[src/sv/ipk_pkg.sv]
`timescale 1ns / 1ps

package ipk_pkg;

    localparam int unsigned DOT_LEN_W = 8;
    localparam int unsigned TIMER_W   = 10;
    localparam int unsigned SPEED_W   = 6;

    localparam logic [TIMER_W-1:0]   TIMER_MAX     = {TIMER_W{1'b1}};
    localparam logic [DOT_LEN_W-1:0] DOT_LEN_RESET = 8'd80;

    typedef enum logic [2:0] {
        PH_IDLE     = 3'd0,
        PH_DOT_ON   = 3'd1,
        PH_DOT_GAP  = 3'd2,
        PH_DASH_ON  = 3'd3,
        PH_DASH_GAP = 3'd4
    } t_phase;

    typedef enum logic [1:0] {
        EV_NONE   = 2'd0,
        EV_CLOSED = 2'd1,
        EV_OPENED = 2'd2
    } t_event;

    typedef struct packed {
        t_phase               phase;
        logic [TIMER_W-1:0]   remaining;
        t_event               dot_pend;
        t_event               dash_pend;
        logic                 key;
    } t_state;

    // dot length in units for each speed code, slow codes clamped to 5 wpm
    localparam logic [DOT_LEN_W-1:0] DOT_LEN_TABLE [0:63] = '{
        8'd240, 8'd240, 8'd240, 8'd240, 8'd240, 8'd240, 8'd200, 8'd171,
        8'd150, 8'd133, 8'd120, 8'd109, 8'd100, 8'd92,  8'd85,  8'd80,
        8'd75,  8'd70,  8'd66,  8'd63,  8'd60,  8'd57,  8'd54,  8'd52,
        8'd50,  8'd48,  8'd46,  8'd44,  8'd42,  8'd41,  8'd40,  8'd38,
        8'd37,  8'd36,  8'd35,  8'd34,  8'd33,  8'd32,  8'd31,  8'd30,
        8'd30,  8'd29,  8'd28,  8'd27,  8'd27,  8'd26,  8'd26,  8'd25,
        8'd25,  8'd24,  8'd24,  8'd23,  8'd23,  8'd22,  8'd22,  8'd21,
        8'd21,  8'd21,  8'd20,  8'd20,  8'd20,  8'd19,  8'd19,  8'd19
    };

endpackage

[src/sv/iambic_paddle_keyer.sv]
`timescale 1ns / 1ps
// channel  | handshake                  | payload
// ---------+----------------------------+-------------------------------------------
// in       | i_in_valid / o_in_ready    | i_tick i_dot_event i_dash_event
//          |                            | i_dot_closed i_dash_closed
// out      | o_out_valid / i_out_ready  | o_key_down o_keyer_phase
// cfg      | i_cfg_valid / o_cfg_ready  | i_cfg_speed_wpm
//
// One word per cycle: the keyer state advances in the cycle the word is accepted
// and the result sits in the output register from the following cycle.
// A full output register that is taken in the same cycle still admits a new word;
// a stalled output holds and stops input acceptance. cfg is always ready.
// Synchronous active-low reset: idle, key up, no pending events, 15 wpm.

module iambic_paddle_keyer
    import ipk_pkg::*;
#(
    parameter int unsigned DASH_WEIGHT = 3
) (
    input  logic               i_clk,
    input  logic               i_rst_n,
    input  logic               i_in_valid,
    output logic               o_in_ready,
    input  logic               i_tick,
    input  logic [1:0]         i_dot_event,
    input  logic [1:0]         i_dash_event,
    input  logic               i_dot_closed,
    input  logic               i_dash_closed,
    output logic               o_out_valid,
    input  logic               i_out_ready,
    output logic               o_key_down,
    output logic [2:0]         o_keyer_phase,
    input  logic               i_cfg_valid,
    output logic               o_cfg_ready,
    input  logic [SPEED_W-1:0] i_cfg_speed_wpm
);

    t_state               r_state;
    t_state               n_state;
    logic [DOT_LEN_W-1:0] r_dot_length;
    logic                 r_out_valid;
    logic                 r_key_down;
    t_phase               r_phase;
    logic                 in_accept;

    assign o_in_ready  = !r_out_valid || i_out_ready;
    assign o_cfg_ready = 1'b1;
    assign in_accept   = i_in_valid && o_in_ready;

    ipk_step #(
        .DASH_WEIGHT (DASH_WEIGHT)
    ) u_step (
        .i_state       (r_state),
        .i_dot_length  (r_dot_length),
        .i_tick        (i_tick),
        .i_dot_event   (i_dot_event),
        .i_dash_event  (i_dash_event),
        .i_dot_closed  (i_dot_closed),
        .i_dash_closed (i_dash_closed),
        .o_state       (n_state)
    );

    always_ff @(posedge i_clk) begin
        if (!i_rst_n) begin
            r_state      <= '{phase: PH_IDLE, remaining: '0, dot_pend: EV_NONE,
                              dash_pend: EV_NONE, key: 1'b0};
            r_dot_length <= DOT_LEN_RESET;
            r_out_valid  <= 1'b0;
        end else begin
            if (i_cfg_valid) begin
                r_dot_length <= DOT_LEN_TABLE[i_cfg_speed_wpm];
            end
            if (in_accept) begin
                r_state     <= n_state;
                r_out_valid <= 1'b1;
            end else if (i_out_ready) begin
                r_out_valid <= 1'b0;
            end
        end
    end

    always_ff @(posedge i_clk) begin
        if (in_accept) begin
            r_key_down <= n_state.key;
            r_phase    <= n_state.phase;
        end
    end

    assign o_out_valid   = r_out_valid;
    assign o_key_down    = r_key_down;
    assign o_keyer_phase = r_phase;

`ifndef SYNTHESIS
    a_key_only_when_on : assert property (@(posedge i_clk) disable iff (!i_rst_n)
        r_state.key |-> (r_state.phase == PH_DOT_ON || r_state.phase == PH_DASH_ON))
        else $error("key down outside an element");

    a_idle_no_pending : assert property (@(posedge i_clk) disable iff (!i_rst_n)
        r_state.phase == PH_IDLE |->
            (r_state.dot_pend == EV_NONE && r_state.dash_pend == EV_NONE))
        else $error("pending event left while idle");

    a_result_follows : assert property (@(posedge i_clk) disable iff (!i_rst_n)
        in_accept |=> (o_out_valid && o_key_down == $past(n_state.key)))
        else $error("accepted word produced no result");
`endif

endmodule

[src/sv/ipk_step.sv]
`timescale 1ns / 1ps

module ipk_step
    import ipk_pkg::*;
#(
    parameter int unsigned DASH_WEIGHT = 3
) (
    input  t_state                 i_state,
    input  logic [DOT_LEN_W-1:0]   i_dot_length,
    input  logic                   i_tick,
    input  logic [1:0]             i_dot_event,
    input  logic [1:0]             i_dash_event,
    input  logic                   i_dot_closed,
    input  logic                   i_dash_closed,
    output t_state                 o_state
);

    localparam int unsigned PROD_W = DOT_LEN_W + $clog2(DASH_WEIGHT + 1);

    logic [PROD_W-1:0]  dash_prod;
    logic [TIMER_W-1:0] dot_load;
    logic [TIMER_W-1:0] dash_load;

    assign dash_prod = PROD_W'(i_dot_length) * PROD_W'(DASH_WEIGHT);
    assign dot_load  = TIMER_W'(i_dot_length);
    assign dash_load = (dash_prod > PROD_W'(TIMER_MAX)) ? TIMER_MAX : TIMER_W'(dash_prod);

    always_comb begin
        t_state             s;
        logic [TIMER_W-1:0] rem_dec;
        logic               go_dot;

        s = i_state;
        if (i_dot_event == EV_CLOSED || i_dot_event == EV_OPENED) begin
            s.dot_pend = t_event'(i_dot_event);
        end
        if (i_dash_event == EV_CLOSED || i_dash_event == EV_OPENED) begin
            s.dash_pend = t_event'(i_dash_event);
        end
        rem_dec = (s.remaining != '0) ? s.remaining - 1'b1 : '0;
        go_dot  = 1'b0;

        unique case (s.phase)
            PH_IDLE: begin
                priority if (s.dot_pend != EV_NONE) begin
                    if (s.dot_pend == EV_CLOSED) begin
                        s.phase     = PH_DOT_ON;
                        s.key       = 1'b1;
                        s.remaining = dot_load;
                    end else begin
                        s.key = 1'b0;
                    end
                    s.dot_pend  = EV_NONE;
                    s.dash_pend = EV_NONE;
                end else if (s.dash_pend != EV_NONE) begin
                    if (s.dash_pend == EV_CLOSED) begin
                        s.phase     = PH_DASH_ON;
                        s.key       = 1'b1;
                        s.remaining = dash_load;
                    end else begin
                        s.key = 1'b0;
                    end
                    s.dash_pend = EV_NONE;
                end else begin
                    // nothing pending: hold
                end
            end
            PH_DOT_ON, PH_DOT_GAP, PH_DASH_ON, PH_DASH_GAP: begin
                if (i_tick) begin
                    s.remaining = rem_dec;
                    if (rem_dec == '0) begin
                        unique case (s.phase)
                            PH_DOT_ON: begin
                                s.phase     = PH_DOT_GAP;
                                s.key       = 1'b0;
                                s.remaining = dot_load;
                            end
                            PH_DASH_ON: begin
                                s.phase     = PH_DASH_GAP;
                                s.key       = 1'b0;
                                s.remaining = dot_load;
                            end
                            default: begin
                                // gap over: repeat, alternate or drop to idle
                                if (!i_dot_closed && !i_dash_closed) begin
                                    s.phase     = PH_IDLE;
                                    s.dot_pend  = EV_NONE;
                                    s.dash_pend = EV_NONE;
                                end else begin
                                    if (s.phase == PH_DOT_GAP) begin
                                        go_dot = i_dot_closed && !i_dash_closed;
                                    end else begin
                                        go_dot = i_dot_closed;
                                    end
                                    s.key = 1'b1;
                                    if (go_dot) begin
                                        s.phase     = PH_DOT_ON;
                                        s.remaining = dot_load;
                                    end else begin
                                        s.phase     = PH_DASH_ON;
                                        s.remaining = dash_load;
                                    end
                                end
                            end
                        endcase
                    end
                end
            end
            default: begin
                s.phase     = PH_IDLE;
                s.key       = 1'b0;
                s.dot_pend  = EV_NONE;
                s.dash_pend = EV_NONE;
            end
        endcase

        o_state = s;
    end

endmodule

[config.mk]
export PLATFORM = sky130hd
export DESIGN_NAME = iambic_paddle_keyer
export DESIGN_NICKNAME = d
export VERILOG_FILES = /design/src/sv/ipk_pkg.sv /design/src/sv/iambic_paddle_keyer.sv /design/src/sv/ipk_step.sv
export SDC_FILE = /design/constraint.sdc
export NUM_CORES = 1
export LEC_CHECK = 0
export ABC_CLOCK_PERIOD_IN_PS = 2700
export BUFFER_PORTS_ARGS = -buffer_cell sky130_fd_sc_hd__buf_2
export CAP_MARGIN = 30
export CORE_ASPECT_RATIO = 0.8
export CORE_UTILIZATION = 56
export CTS_CLUSTER_SIZE = 40
export DETAILED_ROUTE_END_ITERATION = 8
export PLACE_DENSITY = 0.78
export SLEW_MARGIN = 15
export SYNTH_ARGS = -nofsm -noshare
export SYNTH_HDL_FRONTEND = slang
export SYNTH_HIERARCHICAL = 1
export SYNTH_SLANG_ARGS = --single-unit
[constraint.sdc]
create_clock -name i_clk -period 2.7 [get_ports i_clk]
set_input_delay 0.27 -clock i_clk [delete_from_list [all_inputs] [get_ports i_clk]]
set_output_delay 0.27 -clock i_clk [all_outputs]
set_load 0.02 [all_outputs]
==> summary.txt <==
Post-DRT Antenna Nets: 0
Root buffer cell: clkbuf_8
Area grow syn2layout: 18.4%
Clk sink count: 31
Crit path DAT: 2970 ps
Worst Skew: 8.81 ps
Core area: 5910 µm²
WL/cell: 17.8 µm
Avg Inst Size Synth: 7.15 µm²
Port bufs: 23
Placed Cells: 586
Worst VDD drop: 0.000302 V
Initial Util: 0.580
Leak pwr: 1.65 nW
Final WL: 10.6 mm
Row count: 25
First-pass GRT wire length: 16.8 mm
# DRC: 0
EDFF count, synth: 4
TritonCTS buffer count: 5
Flop pwr share: 0.257
Failing checks: setup timing
Critical path depth: 11
Crit path capture type: flop
P_sw: 0.860 mW
Critical path peak fanout: 6
RSZ-0062 raised after global routing: true
Pint: 1.22 mW
Clock Power Share: 0.228
CP Launch Type: flop
Slowest-stage cell, CP: or4bb_4
Slowest stage delay, CP: 460 ps
Fmax: 362 MHz
DRT Pass-1 Iters: 5
Worst Hold Class: in -> reg
Crit path max-delay family: simple AND/OR/NAND/NOR gates
Worst slew pin tran: 862 ps
DIE AREA: 6440 µm²
Primary FF master, synth: dfxtp_1
YS warnings: 6
Final period utilization: 1.02
Final global-route overflow total: 0
Crit-path cells: inv_2, ha_4, or4bb_4, nor4_4, o2111ai_4, a21oi_4, and2_4, o22ai_2, o211ai_1, nand2_1, a21oi_2
Post-Layout Cell Count: 598
Register bit total from synthesis: 31
R2R Path End: r_state[12]$_SDFFE_PN0P_
Syn Inst Count: 479
Place WS: -129 ps
Synth async-reset ratio: 0
Setup Crit Path Kind: reg -> reg
1st-iter DRT viols: 477
Setup_tns: -87.5 ps
CP Data Required Time: 2910 ps
Initial antenna violation count: 0
Post-synthesis sequential area ratio: 0.193
Final hold vios: 0
Clk slew on worst S/H paths: 70 ps
Worst setup path startpoint: r_state[6]$_SDFFE_PN0P_
Mapped Area: 3430 µm²
Layout cells sized above 1: 0.203
Minimum clock period: 2760 ps
Number of placed I/O pins: 25
Fill cells: 481
Skew-Pair Late Insertion Delay: 290 ps
Worst Path Buf+Inv: 1
ANT cells: 0
Mapped Nets: 520
Routability cong.: 0.924
Post-synth cell types: 72
Largest net degree at the start of global routing: 32
Worst Hold Depth: 3
Tot GR Track Use: 0.335
Critical Path Sink: r_state[12]$_SDFFE_PN0P_
Register Area: 664 µm²
Slew Viols, Final: 0
Worst rel slew slack: 0.425
Placement Cell Area: 3710 µm²
Status: complete, but fails checks
Clk buf depth: 2
Final Cell Area: 4060 µm²
Vias/cell: 6.65
Final Setup Violations: 4
H-tree levels: 2
Chip Width: 89.5 µm
Die Span Y: 72.0 µm
Vias: 3976
CTS tree: done
DPL Wire Length: 7.26 mm
Max-cap violations: 0
Multi-input gate area: 2700 µm²
Reg2Reg Depth: 11
Worst R2R Setup Slack: -60 ps
Fin nets: 557
Worst R2R Start: r_state[6]$_SDFFE_PN0P_
Cell Pwr Density: 512 nW/µm²
Worst Slack Setup Final: -63.4 ps
Switch share: 0.414
Total Power: 2.08 mW
Comb pwr share: 0.515
Vias in the first global route: 3528
cells in the final DEF, fill, tap and decap left out, types with 4 or more instances in the layout:
| cell | n |
|---|---|
| o21bai_1 | 4 |
| o221ai_1 | 7 |
| nand2b_1 | 14 |
| buf_2 | 23 |
| o22ai_1 | 4 |
| a211o_1 | 4 |
| a211oi_1 | 5 |
| clkbuf_8 | 5 |
| nor4_1 | 4 |
| a21oi_1 | 41 |
| nand2_1 | 71 |
| nor2_1 | 35 |
| buf_4 | 28 |
| o211ai_1 | 6 |
| inv_2 | 6 |
| or3_1 | 5 |
| edfxtp_1 | 4 |
| o21ai_1 | 13 |
| o21ai_0 | 22 |
| nor2b_1 | 5 |
| nand3_1 | 7 |
| maj3_1 | 4 |
| nand3b_1 | 4 |
| ha_1 | 21 |
| dfxtp_1 | 24 |
| mux2i_1 | 7 |
| xnor2_1 | 4 |
| inv_1 | 25 |
| nor3_1 | 9 |
| o21a_1 | 4 |
| a31oi_1 | 15 |
kinds of logic (layout without fill, tap and decap cells):
family / count (synthesis) / count (layout) / synth area share
other: 1 / 1 / 0.00109
AND/OR/NAND/NOR: 177 / 177 / 0.253
adder cells (fa/ha/maj): 27 / 27 / 0.0978
AO/OA/AOI/OAI: 174 / 174 / 0.344
flip-flops: 31 / 31 / 0.193
XOR/XNOR: 7 / 7 / 0.0179
buffers and inverters: 55 / 93 / 0.0723
multiplexers: 7 / 7 / 0.0204
sequential cells by signal, summed over array words and instances, names as in the netlist:
signal,count
o_key_down,1
o_keyer_phase,3
o_out_valid,1
r_dot_length,8
r_state,18
timing repair:
| action | CTS | global route |
|---|---|---|
| resized for setup | 10 | 29 |
| pin swaps | 2 | 17 |
| buffers inserted | 0 | 5 |
| endpoints found under the setup margin | 18 | 21 |
| cloned | 0 | 0 |
| hold buffers | 0 | 0 |
worst min-delay path by stage:
stage | from | endpoint
2_1_floorplan | i_in_valid | o_out_valid$_SDFFE_PN0P_
3_3_place_gp | r_state[2]$_SDFFE_PN0P_ | r_state[2]$_SDFFE_PN0P_
3_5_place_dp | r_state[2]$_SDFFE_PN0P_ | r_state[2]$_SDFFE_PN0P_
4_1_cts | i_in_valid | o_out_valid$_SDFFE_PN0P_
5_1_grt | i_in_valid | o_out_valid$_SDFFE_PN0P_
6_report | i_in_valid | o_out_valid$_SDFFE_PN0P_
power groups by stage:
stage          Sequential, mW  Clock [mW]  Combinational (mW)
2_1_floorplan           0.544           0               0.628
3_3_place_gp            0.541           0               0.881
3_5_place_dp            0.542           0               0.897
4_1_cts                 0.532       0.477               0.932
5_1_grt                 0.538       0.501                1.15
6_report                0.535       0.473                1.07
synth_stat cells (all sizes together) (6+ instances only):
cell / number / area share
a31oi: 16 / 0.029
a211oi: 6 / 0.015
ha: 22 / 0.080
nor2: 36 / 0.039
o221ai: 8 / 0.020
buf: 14 / 0.027
nor3: 10 / 0.018
o22ai: 7 / 0.013
mux2i: 7 / 0.020
nand3: 7 / 0.010
dfxtp: 27 / 0.16
inv: 31 / 0.034
clkbuf: 10 / 0.011
o21ai: 37 / 0.054
o211ai: 6 / 0.013
a21oi: 45 / 0.069
nand2b: 14 / 0.026
nand2: 72 / 0.080
worst min-delay path: stages:
cell and delay (ps):
buf_2 100, inv_1 50, a21oi_1 50
metal layers:
metal / GRT usage / vias to the layer above / routed length, µm
li1: - / 1839 / -
met1: 0.483 / 1849 / 4740
met2: 0.511 / 245 / 4700
met3: 0.0398 / 43 / 872
met4: 0.127 / 0 / 318
met5: 0 / - / 0
per-stage QoR:
stage / hold slack [ps] / util
after floorplan: 399 / -
after global placement: 468 / 0.628
after detailed placement: 473 / 0.628
after CTS: 221 / 0.655
after global routing: 242 / 0.686
final: 234 / 0.686
layout make-up:
type	instances	share of cell area
clock buffer	5	0.0170
clock inverter	3	0.0108
inverter	31	0.0287
multi-input combinational	393	0.666
sequential	31	0.164
tap	81	0.0250
timing repair buffer	54	0.0885
Note: power is estimated with default switching activity, not from simulation.
